--- src/src/window_occlusion_culler_macros.svh ---
// assertion macros for the window occlusion culler
// used by src/window_occlusion_culler.sv, no other dependencies
`ifndef WINDOW_OCCLUSION_CULLER_MACROS_SVH
`define WINDOW_OCCLUSION_CULLER_MACROS_SVH

`ifndef NO_ASSERTIONS

// property must hold at every clock edge outside reset
`define WOC_ASSERT(lbl, clk, rst_n, prop) \
    lbl: assert property (@(posedge clk) disable iff (!rst_n) (prop)) \
        else $error("window_occlusion_culler: assertion failed");

// condition must never be seen outside reset
`define WOC_ASSERT_NEVER(lbl, clk, rst_n, cond) \
    lbl: assert property (@(posedge clk) disable iff (!rst_n) !(cond)) \
        else $error("window_occlusion_culler: forbidden condition seen");

`else

`define WOC_ASSERT(lbl, clk, rst_n, prop)
`define WOC_ASSERT_NEVER(lbl, clk, rst_n, cond)

`endif

`endif

--- src/src/woc_pkg.sv ---
// shared types and constants of the window occlusion culler
// no dependencies; used by window_occlusion_culler
`default_nettype none

package woc_pkg;

    // coverage store depth default
    localparam int COVERAGE_DEPTH = 16;

    // field widths
    localparam int POS_W   = 16;
    localparam int SIZE_W  = 15;
    localparam int ALPHA_W = 8;
    // clipped edges: a right or bottom edge reaches 65534, so 18 bits signed
    localparam int COORD_W = 18;

    localparam logic [ALPHA_W-1:0] ALPHA_OPAQUE = 8'hFF;

    // configuration register indexes
    localparam int CFG_IDX_W = 2;
    localparam logic [CFG_IDX_W-1:0] CFG_AREA_X      = 2'd0;
    localparam logic [CFG_IDX_W-1:0] CFG_AREA_Y      = 2'd1;
    localparam logic [CFG_IDX_W-1:0] CFG_AREA_WIDTH  = 2'd2;
    localparam logic [CFG_IDX_W-1:0] CFG_AREA_HEIGHT = 2'd3;

    // configuration reset values
    localparam logic signed [POS_W-1:0] AREA_X_RST      = 16'sd0;
    localparam logic signed [POS_W-1:0] AREA_Y_RST      = 16'sd0;
    localparam logic [SIZE_W-1:0]       AREA_WIDTH_RST  = 15'd1920;
    localparam logic [SIZE_W-1:0]       AREA_HEIGHT_RST = 15'd1080;

    typedef struct packed {
        logic signed [COORD_W-1:0] left;
        logic signed [COORD_W-1:0] top;
        logic signed [COORD_W-1:0] right;
        logic signed [COORD_W-1:0] bottom;
    } t_rect;

    // true when outer fully contains inner (equal edges count as contained)
    function automatic logic rect_holds(input t_rect outer, input t_rect inner);
        return (inner.left >= outer.left) && (inner.right <= outer.right) &&
               (inner.top >= outer.top) && (inner.bottom <= outer.bottom);
    endfunction

endpackage

`default_nettype wire

--- src/src/window_occlusion_culler.sv ---
// window occlusion culler: view area clip plus coverage store scan
// depends on woc_pkg and window_occlusion_culler_macros.svh
//
// Windows come in from topmost to bottom on the input channel (i_valid /
// o_ready); one occluded flag per window leaves on the output channel
// (o_valid / i_ready). The view area is set through the write port
// (i_cfg_we, i_cfg_idx, i_cfg_data); the user must write it only while
// the block is idle, which the block itself does not enforce.
// An item is taken only in the idle state and clipped; the clip is then
// checked for an empty result, then the store is read one entry per cycle
// through its synchronous read port, stopping at the first entry that
// contains the clip. The done state writes the clip back into the store
// if the window is opaque, not yet contained and the store has room, and
// loads the result register. The scan reads at most n entries, n being
// the number of rectangles in the store (at most COVERAGE_DEPTH);
// transformed and empty windows skip the scan.
// If the receiver stalls, the done state holds until the result register
// is free, and the input stalls behind it. Reset clears the view area to
// 0, 0, 1920 by 1080, empties the store and leaves no result pending;
// frame_start empties the store at the transfer.
`default_nettype none
`include "window_occlusion_culler_macros.svh"

module window_occlusion_culler #(
    parameter int COVERAGE_DEPTH = woc_pkg::COVERAGE_DEPTH
) (
    input  wire logic                                  i_clk,
    input  wire logic                                  i_rst_n,
    // configuration write port
    input  wire logic                                  i_cfg_we,
    input  wire logic [woc_pkg::CFG_IDX_W-1:0]         i_cfg_idx,
    input  wire logic [woc_pkg::POS_W-1:0]             i_cfg_data,
    // window input channel
    input  wire logic                                  i_valid,
    output logic                                       o_ready,
    input  wire logic                                  i_frame_start,
    input  wire logic signed [woc_pkg::POS_W-1:0]      i_window_x,
    input  wire logic signed [woc_pkg::POS_W-1:0]      i_window_y,
    input  wire logic [woc_pkg::SIZE_W-1:0]            i_window_width,
    input  wire logic [woc_pkg::SIZE_W-1:0]            i_window_height,
    input  wire logic                                  i_transformed,
    input  wire logic [woc_pkg::ALPHA_W-1:0]           i_alpha_level,
    input  wire logic                                  i_shaped,
    // result channel
    output logic                                       o_valid,
    input  wire logic                                  i_ready,
    output logic                                       o_occluded
);

    localparam int CNT_W = $clog2(COVERAGE_DEPTH + 1);
    localparam int IDX_W = (COVERAGE_DEPTH > 1) ? $clog2(COVERAGE_DEPTH) : 1;
    localparam int PW    = woc_pkg::POS_W;
    localparam int CW    = woc_pkg::COORD_W;

    typedef enum logic [3:0] {
        S_IDLE  = 4'b0001,
        S_CHECK = 4'b0010,
        S_SCAN  = 4'b0100,
        S_DONE  = 4'b1000
    } t_state;

    // configuration
    logic signed [PW-1:0]              r_area_x;
    logic signed [PW-1:0]              r_area_y;
    logic [woc_pkg::SIZE_W-1:0]        r_area_w;
    logic [woc_pkg::SIZE_W-1:0]        r_area_h;

    // control
    t_state                            r_state;
    t_state                            n_state;
    logic [CNT_W-1:0]                  r_count;
    logic [CNT_W-1:0]                  r_rd_idx;
    logic                              r_rd_vld;
    logic                              r_hit;
    logic                              r_app;
    logic                              r_out_vld;

    // item payload
    woc_pkg::t_rect                    r_clip;
    logic                              r_xform;
    logic                              r_opaque;
    logic                              r_occ;

    // coverage store
    woc_pkg::t_rect                    r_mem [COVERAGE_DEPTH];
    woc_pkg::t_rect                    r_rd_data;

    logic                              w_in_xfer;
    logic                              w_out_xfer;
    logic                              w_out_load;
    logic                              w_issue;
    logic                              w_hit_now;
    logic                              w_empty;
    logic                              w_mem_we;
    logic                              w_room;
    woc_pkg::t_rect                    w_clip;
    logic signed [CW-1:0]              w_wx;
    logic signed [CW-1:0]              w_wy;
    logic signed [CW-1:0]              w_ax;
    logic signed [CW-1:0]              w_ay;
    logic signed [CW-1:0]              w_wr;
    logic signed [CW-1:0]              w_wb;
    logic signed [CW-1:0]              w_ar;
    logic signed [CW-1:0]              w_ab;

    assign o_ready    = (r_state == S_IDLE);
    assign o_valid    = r_out_vld;
    assign o_occluded = r_occ;

    assign w_in_xfer  = i_valid && o_ready;
    assign w_out_xfer = r_out_vld && i_ready;
    assign w_out_load = (r_state == S_DONE) && (!r_out_vld || i_ready);
    assign w_room     = (r_count < CNT_W'(COVERAGE_DEPTH));
    assign w_mem_we   = w_out_load && r_app && !r_hit && w_room;

    // clip edges, all at 18 bits so nothing wraps
    always_comb begin
        w_wx = {{(CW-PW){i_window_x[PW-1]}}, i_window_x};
        w_wy = {{(CW-PW){i_window_y[PW-1]}}, i_window_y};
        w_ax = {{(CW-PW){r_area_x[PW-1]}}, r_area_x};
        w_ay = {{(CW-PW){r_area_y[PW-1]}}, r_area_y};
        w_wr = w_wx + $signed({{(CW-woc_pkg::SIZE_W){1'b0}}, i_window_width});
        w_wb = w_wy + $signed({{(CW-woc_pkg::SIZE_W){1'b0}}, i_window_height});
        w_ar = w_ax + $signed({{(CW-woc_pkg::SIZE_W){1'b0}}, r_area_w});
        w_ab = w_ay + $signed({{(CW-woc_pkg::SIZE_W){1'b0}}, r_area_h});
        w_clip.left   = (w_wx > w_ax) ? w_wx : w_ax;
        w_clip.top    = (w_wy > w_ay) ? w_wy : w_ay;
        w_clip.right  = (w_wr < w_ar) ? w_wr : w_ar;
        w_clip.bottom = (w_wb < w_ab) ? w_wb : w_ab;
    end

    assign w_empty = !((r_clip.left < r_clip.right) && (r_clip.top < r_clip.bottom));

    // scan: one read issued per cycle, compared the cycle after
    assign w_hit_now = r_rd_vld && woc_pkg::rect_holds(r_rd_data, r_clip);
    assign w_issue   = (r_state == S_SCAN) && (r_rd_idx < r_count) &&
                       !r_hit && !w_hit_now;

    always_comb begin
        n_state = r_state;
        case (r_state)
            S_IDLE: begin
                if (w_in_xfer) n_state = S_CHECK;
            end
            S_CHECK: begin
                if (r_xform || w_empty) n_state = S_DONE;
                else n_state = S_SCAN;
            end
            S_SCAN: begin
                if (!w_issue) n_state = S_DONE;
            end
            S_DONE: begin
                if (w_out_load) n_state = S_IDLE;
            end
            default: n_state = S_IDLE;
        endcase
    end

    // configuration registers
    always_ff @(posedge i_clk) begin
        if (!i_rst_n) begin
            r_area_x <= woc_pkg::AREA_X_RST;
            r_area_y <= woc_pkg::AREA_Y_RST;
            r_area_w <= woc_pkg::AREA_WIDTH_RST;
            r_area_h <= woc_pkg::AREA_HEIGHT_RST;
        end else if (i_cfg_we) begin
            case (i_cfg_idx)
                woc_pkg::CFG_AREA_X:      r_area_x <= $signed(i_cfg_data);
                woc_pkg::CFG_AREA_Y:      r_area_y <= $signed(i_cfg_data);
                woc_pkg::CFG_AREA_WIDTH:  r_area_w <= i_cfg_data[woc_pkg::SIZE_W-1:0];
                woc_pkg::CFG_AREA_HEIGHT: r_area_h <= i_cfg_data[woc_pkg::SIZE_W-1:0];
                default: ;
            endcase
        end
    end

    // control state
    always_ff @(posedge i_clk) begin
        if (!i_rst_n) begin
            r_state   <= S_IDLE;
            r_count   <= '0;
            r_rd_idx  <= '0;
            r_rd_vld  <= 1'b0;
            r_hit     <= 1'b0;
            r_app     <= 1'b0;
            r_out_vld <= 1'b0;
        end else begin
            r_state  <= n_state;
            r_rd_vld <= w_issue;
            if (w_issue) r_rd_idx <= r_rd_idx + CNT_W'(1);

            if (w_in_xfer && i_frame_start) r_count <= '0;
            else if (w_mem_we) r_count <= r_count + CNT_W'(1);

            case (r_state)
                S_CHECK: begin
                    // transformed: never occluded; empty clip: always occluded
                    r_hit    <= !r_xform && w_empty;
                    r_app    <= !r_xform && !w_empty && r_opaque;
                    r_rd_idx <= '0;
                end
                S_SCAN: begin
                    if (w_hit_now) r_hit <= 1'b1;
                end
                default: ;
            endcase

            if (w_out_load) r_out_vld <= 1'b1;
            else if (w_out_xfer) r_out_vld <= 1'b0;
        end
    end

    // payload registers
    always_ff @(posedge i_clk) begin
        if (w_in_xfer) begin
            r_clip   <= w_clip;
            r_xform  <= i_transformed;
            r_opaque <= (i_alpha_level == woc_pkg::ALPHA_OPAQUE) && !i_shaped;
        end
        if (w_out_load) r_occ <= r_hit;
    end

    // coverage store, one write and one registered read port
    always_ff @(posedge i_clk) begin
        if (w_mem_we) r_mem[r_count[IDX_W-1:0]] <= r_clip;
    end

    always_ff @(posedge i_clk) begin
        if (w_issue) r_rd_data <= r_mem[r_rd_idx[IDX_W-1:0]];
    end

    `WOC_ASSERT(a_count_bound, i_clk, i_rst_n, r_count <= CNT_W'(COVERAGE_DEPTH))
    `WOC_ASSERT(a_write_has_room, i_clk, i_rst_n, w_mem_we |-> w_room && !r_hit)
    `WOC_ASSERT(a_read_in_range, i_clk, i_rst_n, w_issue |-> r_rd_idx < r_count)
    `WOC_ASSERT(a_hit_ends_scan, i_clk, i_rst_n, (r_state == S_SCAN) && w_hit_now |=> r_state == S_DONE)
    `WOC_ASSERT_NEVER(a_no_write_while_reading, i_clk, i_rst_n, w_mem_we && (w_issue || r_rd_vld))

endmodule

`default_nettype wire
--- config.mk ---
export PLATFORM = sky130hd
export DESIGN_NAME = window_occlusion_culler
export DESIGN_NICKNAME = d
export VERILOG_FILES = /design/src/src/woc_pkg.sv /design/src/src/window_occlusion_culler.sv
export VERILOG_INCLUDE_DIRS = /design/src /design/src/src
export SDC_FILE = /design/constraint.sdc
export NUM_CORES = 2
export LEC_CHECK = 0
export ABC_CLOCK_PERIOD_IN_PS = 9200
export BUFFER_PORTS_ARGS = -buffer_cell sky130_fd_sc_hd__buf_2
export CAP_MARGIN = 10
export CORE_ASPECT_RATIO = 1.4
export CORE_UTILIZATION = 63
export CTS_CLUSTER_SIZE = 14
export DETAILED_ROUTE_END_ITERATION = 6
export GPL_TIMING_DRIVEN = 0
export PLACE_DENSITY = 0.83
export SYNTH_ARGS = -nofsm -noshare
export SYNTH_HDL_FRONTEND = slang
export SYNTH_SLANG_ARGS = --single-unit
--- constraint.sdc ---
create_clock -name i_clk -period 9.2 [get_ports i_clk]
set_input_delay 0.92 -clock i_clk [delete_from_list [all_inputs] [get_ports i_clk]]
set_output_delay 0.92 -clock i_clk [all_outputs]
set_load 0.005 [all_outputs]
# Yosys cells after proc, flatten, opt, wreduce, memory -nomap -nowiden

Memories as Yosys holds them, arrays and structs flattened. A register that Yosys moved wholly into a read port is not among the register bits.
Cells that the tools add are included.

Bits in registers: 155
Latch bits: 0
Bits in writable memories: 1152
ROM bits: 0
Logic and storage cells: 103
Memories: 1

Add/subtract/negate cells: 6
Multiply operators: 0
Div/mod/pow operators: 0
Order comparisons: 12
Equality and inequality tests: 12
Shifts and indexed selects: 0
Multiplexer cells: 15
Bitwise gates (word level): 1
Reduce and logical (&&, ||, !) cells: 38

Memory list:

| memory | depth | bits a word | read ports | clocked after memory_dff | wr ports | RTL line                      | text |
|---|---|---|---|---|---|---|---|
| r_mem  | 16    | 72          | 1          | 1                        | 1        | window_occlusion_culler.sv:85 | `woc_pkg::t_rect r_mem [COVERAGE_DEPTH];` |

Operators by type and width:

| kind                                                | number |
|---|---|
| 2-to-1 mux 18 bit                                   | 4 |
| adder 16 x 16 -> 17 bit                             | 4 |
| >= comparator 18 bit                                | 2 |
| <= comparator 18 bit                                | 2 |
| < comparator 18 bit                                 | 2 |
| < comparator 17 bit                                 | 2 |
| > comparator 16 bit                                 | 2 |
| logical AND 1 bit                                   | 19 |
| 2-to-1 mux 4 bit                                    | 4 |
| one-hot mux 4 bit (4 select lines)                  | 1 |
| adder 5 x 1 -> 5 bit, second input constant         | 2 |
| AND reduction 2 bit                                 | 5 |
| equality test 8 bit, second input constant          | 1 |
| zero test 1 bit                                     | 6 |
| != test 2 bit, second input constant                | 3 |
| < comparator 5 bit                                  | 1 |
| < comparator 5 bit, second input constant           | 1 |
| 2-to-1 mux 1 bit                                    | 5 |
| equality test 2 bit, second input constant          | 2 |
| equality test 4 x 1 -> 1 bit, second input constant | 1 |
| equality test 4 x 2 -> 1 bit, second input constant | 1 |
| equality test 4 x 3 -> 1 bit, second input constant | 1 |
| equality test 4 bit, second input constant          | 1 |
| nonzero test 2 bit                                  | 2 |
| other kinds (8)                                     | 10 |

# Logic depth before layout (Yosys ltp)

Word-level depth: 9
Gate-level depth with buffers: 21
Gate-level depth less buffers: 20

# Worst setup path before layout

Ideal clock, no wire load.

Path kind: in2reg
Start point: input port i_ready
End point: memory r_mem[3][0] (netlist name), enable pin
Arrival time: 6.126 ns
Data required time: 8.629 ns
Path slack: 2.503 ns
Cell stages on the path: 6
Buffers on the path: 1
Cells stage by stage: nand2b_1 > nor2b_1 > and3_1 > buf_2 > nand2_1 > nor3_1

Longest elaborated chain between the ends: 7

RTL lines:

| what                                   | RTL line                       | text |
|---|---|---|
| start: declaration                     | window_occlusion_culler.sv:46  | `input wire logic i_ready,` |
| logical OR 1 bit                       | window_occlusion_culler.sv:112 | `assign w_out_load = (r_state == S_DONE) && (!r_out_vld \|\| i_ready);` |
| logical AND 1 bit                      | window_occlusion_culler.sv:112 |  |
| net w_out_load                         | window_occlusion_culler.sv:90  | `logic w_out_load;` |
| logical AND 1 bit (3 in series)        | window_occlusion_culler.sv:114 | `assign w_mem_we = w_out_load && r_app && !r_hit && w_room;` |
| 2-to-1 mux 1 bit                       | window_occlusion_culler.sv:225 | `if (w_mem_we) r_mem[r_count[IDX_W-1:0]] <= r_clip;` |
| 2-to-1 mux 1 bit (implied by the code) | window_occlusion_culler.sv:225 |  |
| end: declaration                       | window_occlusion_culler.sv:85  |  |

The timed path passes the listed nets, and every way through them passes these cells.

==> flow_metrics.tcl <==
set metrics [dict create \
    status "complete, but fails checks" \
    violations "DRC" \
    cp-end-kind "flip-flop" \
    clock_latency_ps 720 \
    ctsResizeCount 0 \
    fillers 4726 \
    antenna_found_initial 5 \
    synthTopCellsByCount "edfxtp_1 (1191), mux4_2 (330), ha_1 (231), inv_1 (206), nand2_1 (182)" \
    seq_area_mm2 0.03737 \
    die_y_um 350.0 \
    hp-class "input port to flip-flop" \
    rsz0062_at_grt "no" \
    slew_violations 0 \
    post-route-period-util_pct 57.36 \
    seq_area_frac_synth_pct 68.55 \
    maxSlewHeadroom_pct 14.39 \
    drc 1 \
    viasPerCell 7.094 \
    critPathKind "flip-flop to flip-flop" \
    critPathMaxFanout 10 \
    cts_hold_buffers 0 \
    maxCapViolations 0 \
    seq_power_share_pct 56.3 \
    synth-edff-count 1191 \
    yosys-mux-area-fraction_pct 15.09 \
    skew_ps 52.99 \
    synth-simple-area-share_pct 3.666 \
    ios 99 \
    postPlaceCellArea_mm2 0.05782 \
    drive_above_1_share_pct 22.18 \
    numPortBuffers 97 \
    worst_pin_slew_ps 1284 \
    yosysUniqueCellTypes 74 \
    netSwitchingPower_uw 2766 \
    ys_warn_count 0 \
    multi_input_area_mm2 0.01606 \
    cts_tree "built" \
    synthArstFlopShare_pct 0 \
    grt_use_total_pct 35.43 \
    area_delta_synth_final_pct 12.42 \
    ant_nets 0 \
    synth_cells 3037 \
    synthMostInstantiatedCell "edfxtp_1" \
    synth_top_family_by_area "multiplexers" \
    clock_path_buffers 3 \
    worstPathArrival_ps 5720 \
    overflow 0 \
    numCtsBuffers 111 \
    syn-num-nets 3368 \
    finalSetupViolations 0 \
    row_count 127 \
    finalCriticalPeriod_ps 5277 \
    vias 31958 \
    swShare_pct 23.09 \
    cts_root_buffer "clkbuf_16" \
    grt_pass1_wl_um 219300 \
    pre_cts_ws_ps 3474 \
    cts_sinks 1271 \
    fmax_mhz 189.5 \
    tns_ps 0 \
    grt_pass1_vias 33030 \
    fin_cells 4505 \
    required_ps 9640 \
    postCtsSetupBuffers 0 \
    dp_hpwl_um 96400 \
    avgSynthCellArea_um2 17.95 \
    final_area_mm2 0.06128 \
    path_clk_slew_ps 70 \
    die_w_um 250.6 \
    place_inst 4307 \
    finalNetCount 3658 \
    ys.flop_type "edfxtp_1" \
    ys_top_cells_by_area "edfxtp_1 (66%), mux4_2 (14%), ha_1 (5.3%), dfxtp_1 (2.9%), inv_1 (1.4%)" \
    synthXorXnorAreaFrac_pct 0.8676 \
    firstDrtPassIters 7 \
    syn_area_mm2 0.05451 \
    drtIter0Drc 4435 \
    synth-compound-area-share_pct 4.171 \
    p_comb_share_pct 6.1 \
    cts_max_level 3 \
    gp_congestion 0.8884 \
    synth_area_leader_cell "edfxtp_1" \
    clockPowerShare_pct 37.7 \
    p_leak_uw 0.02060 \
    yosys.area.top_type_share_pct 65.61 \
    totalWireLength_um 152700 \
    total_power_uw 11980 \
    post_drt_wl_per_cell_um 33.90 \
    design.die.area_mm2 0.08772 \
    vdd_drop_max_mv 0.1618 \
    start_util_pct 63.64 \
    hold_violations 0 \
    grt_max_degree 38 \
    worst_slack_ps 3923 \
    p_int_uw 9214 \
    cp-start-kind "flip-flop" \
    core_area_mm2 0.08565 \
    synthAdderAreaFrac_pct 5.449 \
    ys_seq_elements 1271 \
    p_per_area_mw_per_mm2 195.5 \
]
## power by group through the flow
| stage | combinational (µW) | clock (µW) | sequential (µW) |
|---|---|---|---|
| floorplan | 457 | 0 | 6730 |
| global placement | 639 | 0 | 6830 |
| detailed placement | 675 | 0 | 6850 |
| CTS | 711 | 4510 | 6730 |
| global route | 786 | 4710 | 6740 |
| finish | 726 | 4510 | 6740 |
## kinds of logic after synthesis
| group | Yosys count |
|---|---|
| flip-flops | 1271 |
| buffers and inverters | 310 |
| XOR/XNOR | 54 |
| AND/OR/NAND/NOR | 433 |
| multiplexers | 402 |
| adder cells (fa/ha/maj) | 235 |
| AO/OA/AOI/OAI | 332 |
## layout by cell type (no fill, tap or decap), drive strengths merged, types with 7 or more instances in the layout
master	count
o21a	17
and3	12
edfxtp	1191
mux4	330
buf	210
a211oi	14
mux2i	26
clkinv	27
o21bai	7
nor2	83
nor3	30
mux2	46
ha	231
xnor2	33
a21oi	82
nand2b	19
a31oi	7
o21ai	56
nand2	182
a21boi	60
nand4	23
xor2	21
inv	213
nor2b	17
nand3	35
dfxtp	80
o211ai	10
clkbuf	224
a21o	27
## routing by layer
layer	share of wire, %	up-vias	global-route usage (%)
met5	0.022	-	0
met4	6.6	4	20.67
met3	11	641	6.818
met2	50	2758	60.76
met1	32	15905	41.99
li1	-	12650	-
## final timing paths
check / start / to / slack, ps / cells after the start
max: r_area_x[0]$_SDFFE_PN0P_ / r_clip[20]$_DFFE_PP_ / 3920 / 21
min: i_transformed / r_xform$_DFFE_PP_ / 390 / 1
max reg2reg: r_area_x[0]$_SDFFE_PN0P_ / r_clip[20]$_DFFE_PP_ / 3920 / 21
min reg2reg: r_area_h[3]$_SDFFE_PN1P_ / r_area_h[3]$_SDFFE_PN1P_ / 480 / 2
## state kept, by name, summed over array words and instances (netlist names)
register,cells
r_area_x,16
r_area_h,15
r_rd_data,66
o_valid,1
r_area_y,16
r_count,5
r_hit,1
r_rd_vld,1
o_occluded,1
r_opaque,1
r_state,4
r_mem,1056
r_area_w,15
r_rd_idx,5
r_app,1
r_clip,66
r_xform,1
## through the flow
| stage | hold WS (ps) | utilization [%] |
|---|---|---|
| after detailed placement | 471.1 | 67.50 |
| after floorplan | 444.7 | - |
| after global placement | 464.1 | 65.81 |
| final | 385.7 | 71.55 |
| after CTS | 373.3 | 71.47 |
| after global routing | 387.1 | 71.55 |
## critical path, cell delays in order (launching register included)
cell and delay (ps):
dfxtp_1 450, ha_1 240, inv_1 60, fa_1 390
nor2b_1 180, o31a_1 200, o211ai_1 140, a21o_1 230
nand3_1 80, o211ai_1 100, xnor2_1 490, inv_1 90
ha_1 230, or4_1 550, a221oi_2 170, o21ai_1 100
a21oi_2 130, o21ai_1 110, a21oi_2 220, a31oi_4 200
buf_6 220, mux2i_1 390
## layout make-up
cell class / instances / share of cell area [%]
clock inverter: 41 / 0.6350
timing repair buffer: 177 / 3.067
clock buffer: 153 / 4.907
multi-input combinational: 1456 / 26.21
sequential: 1271 / 60.98
antenna: 1 / 0.004084
tap: 1096 / 2.238
buffer: 104 / 0.7024
inverter: 206 / 1.262
No activity file was read; power rests on OpenSTA's default activity.
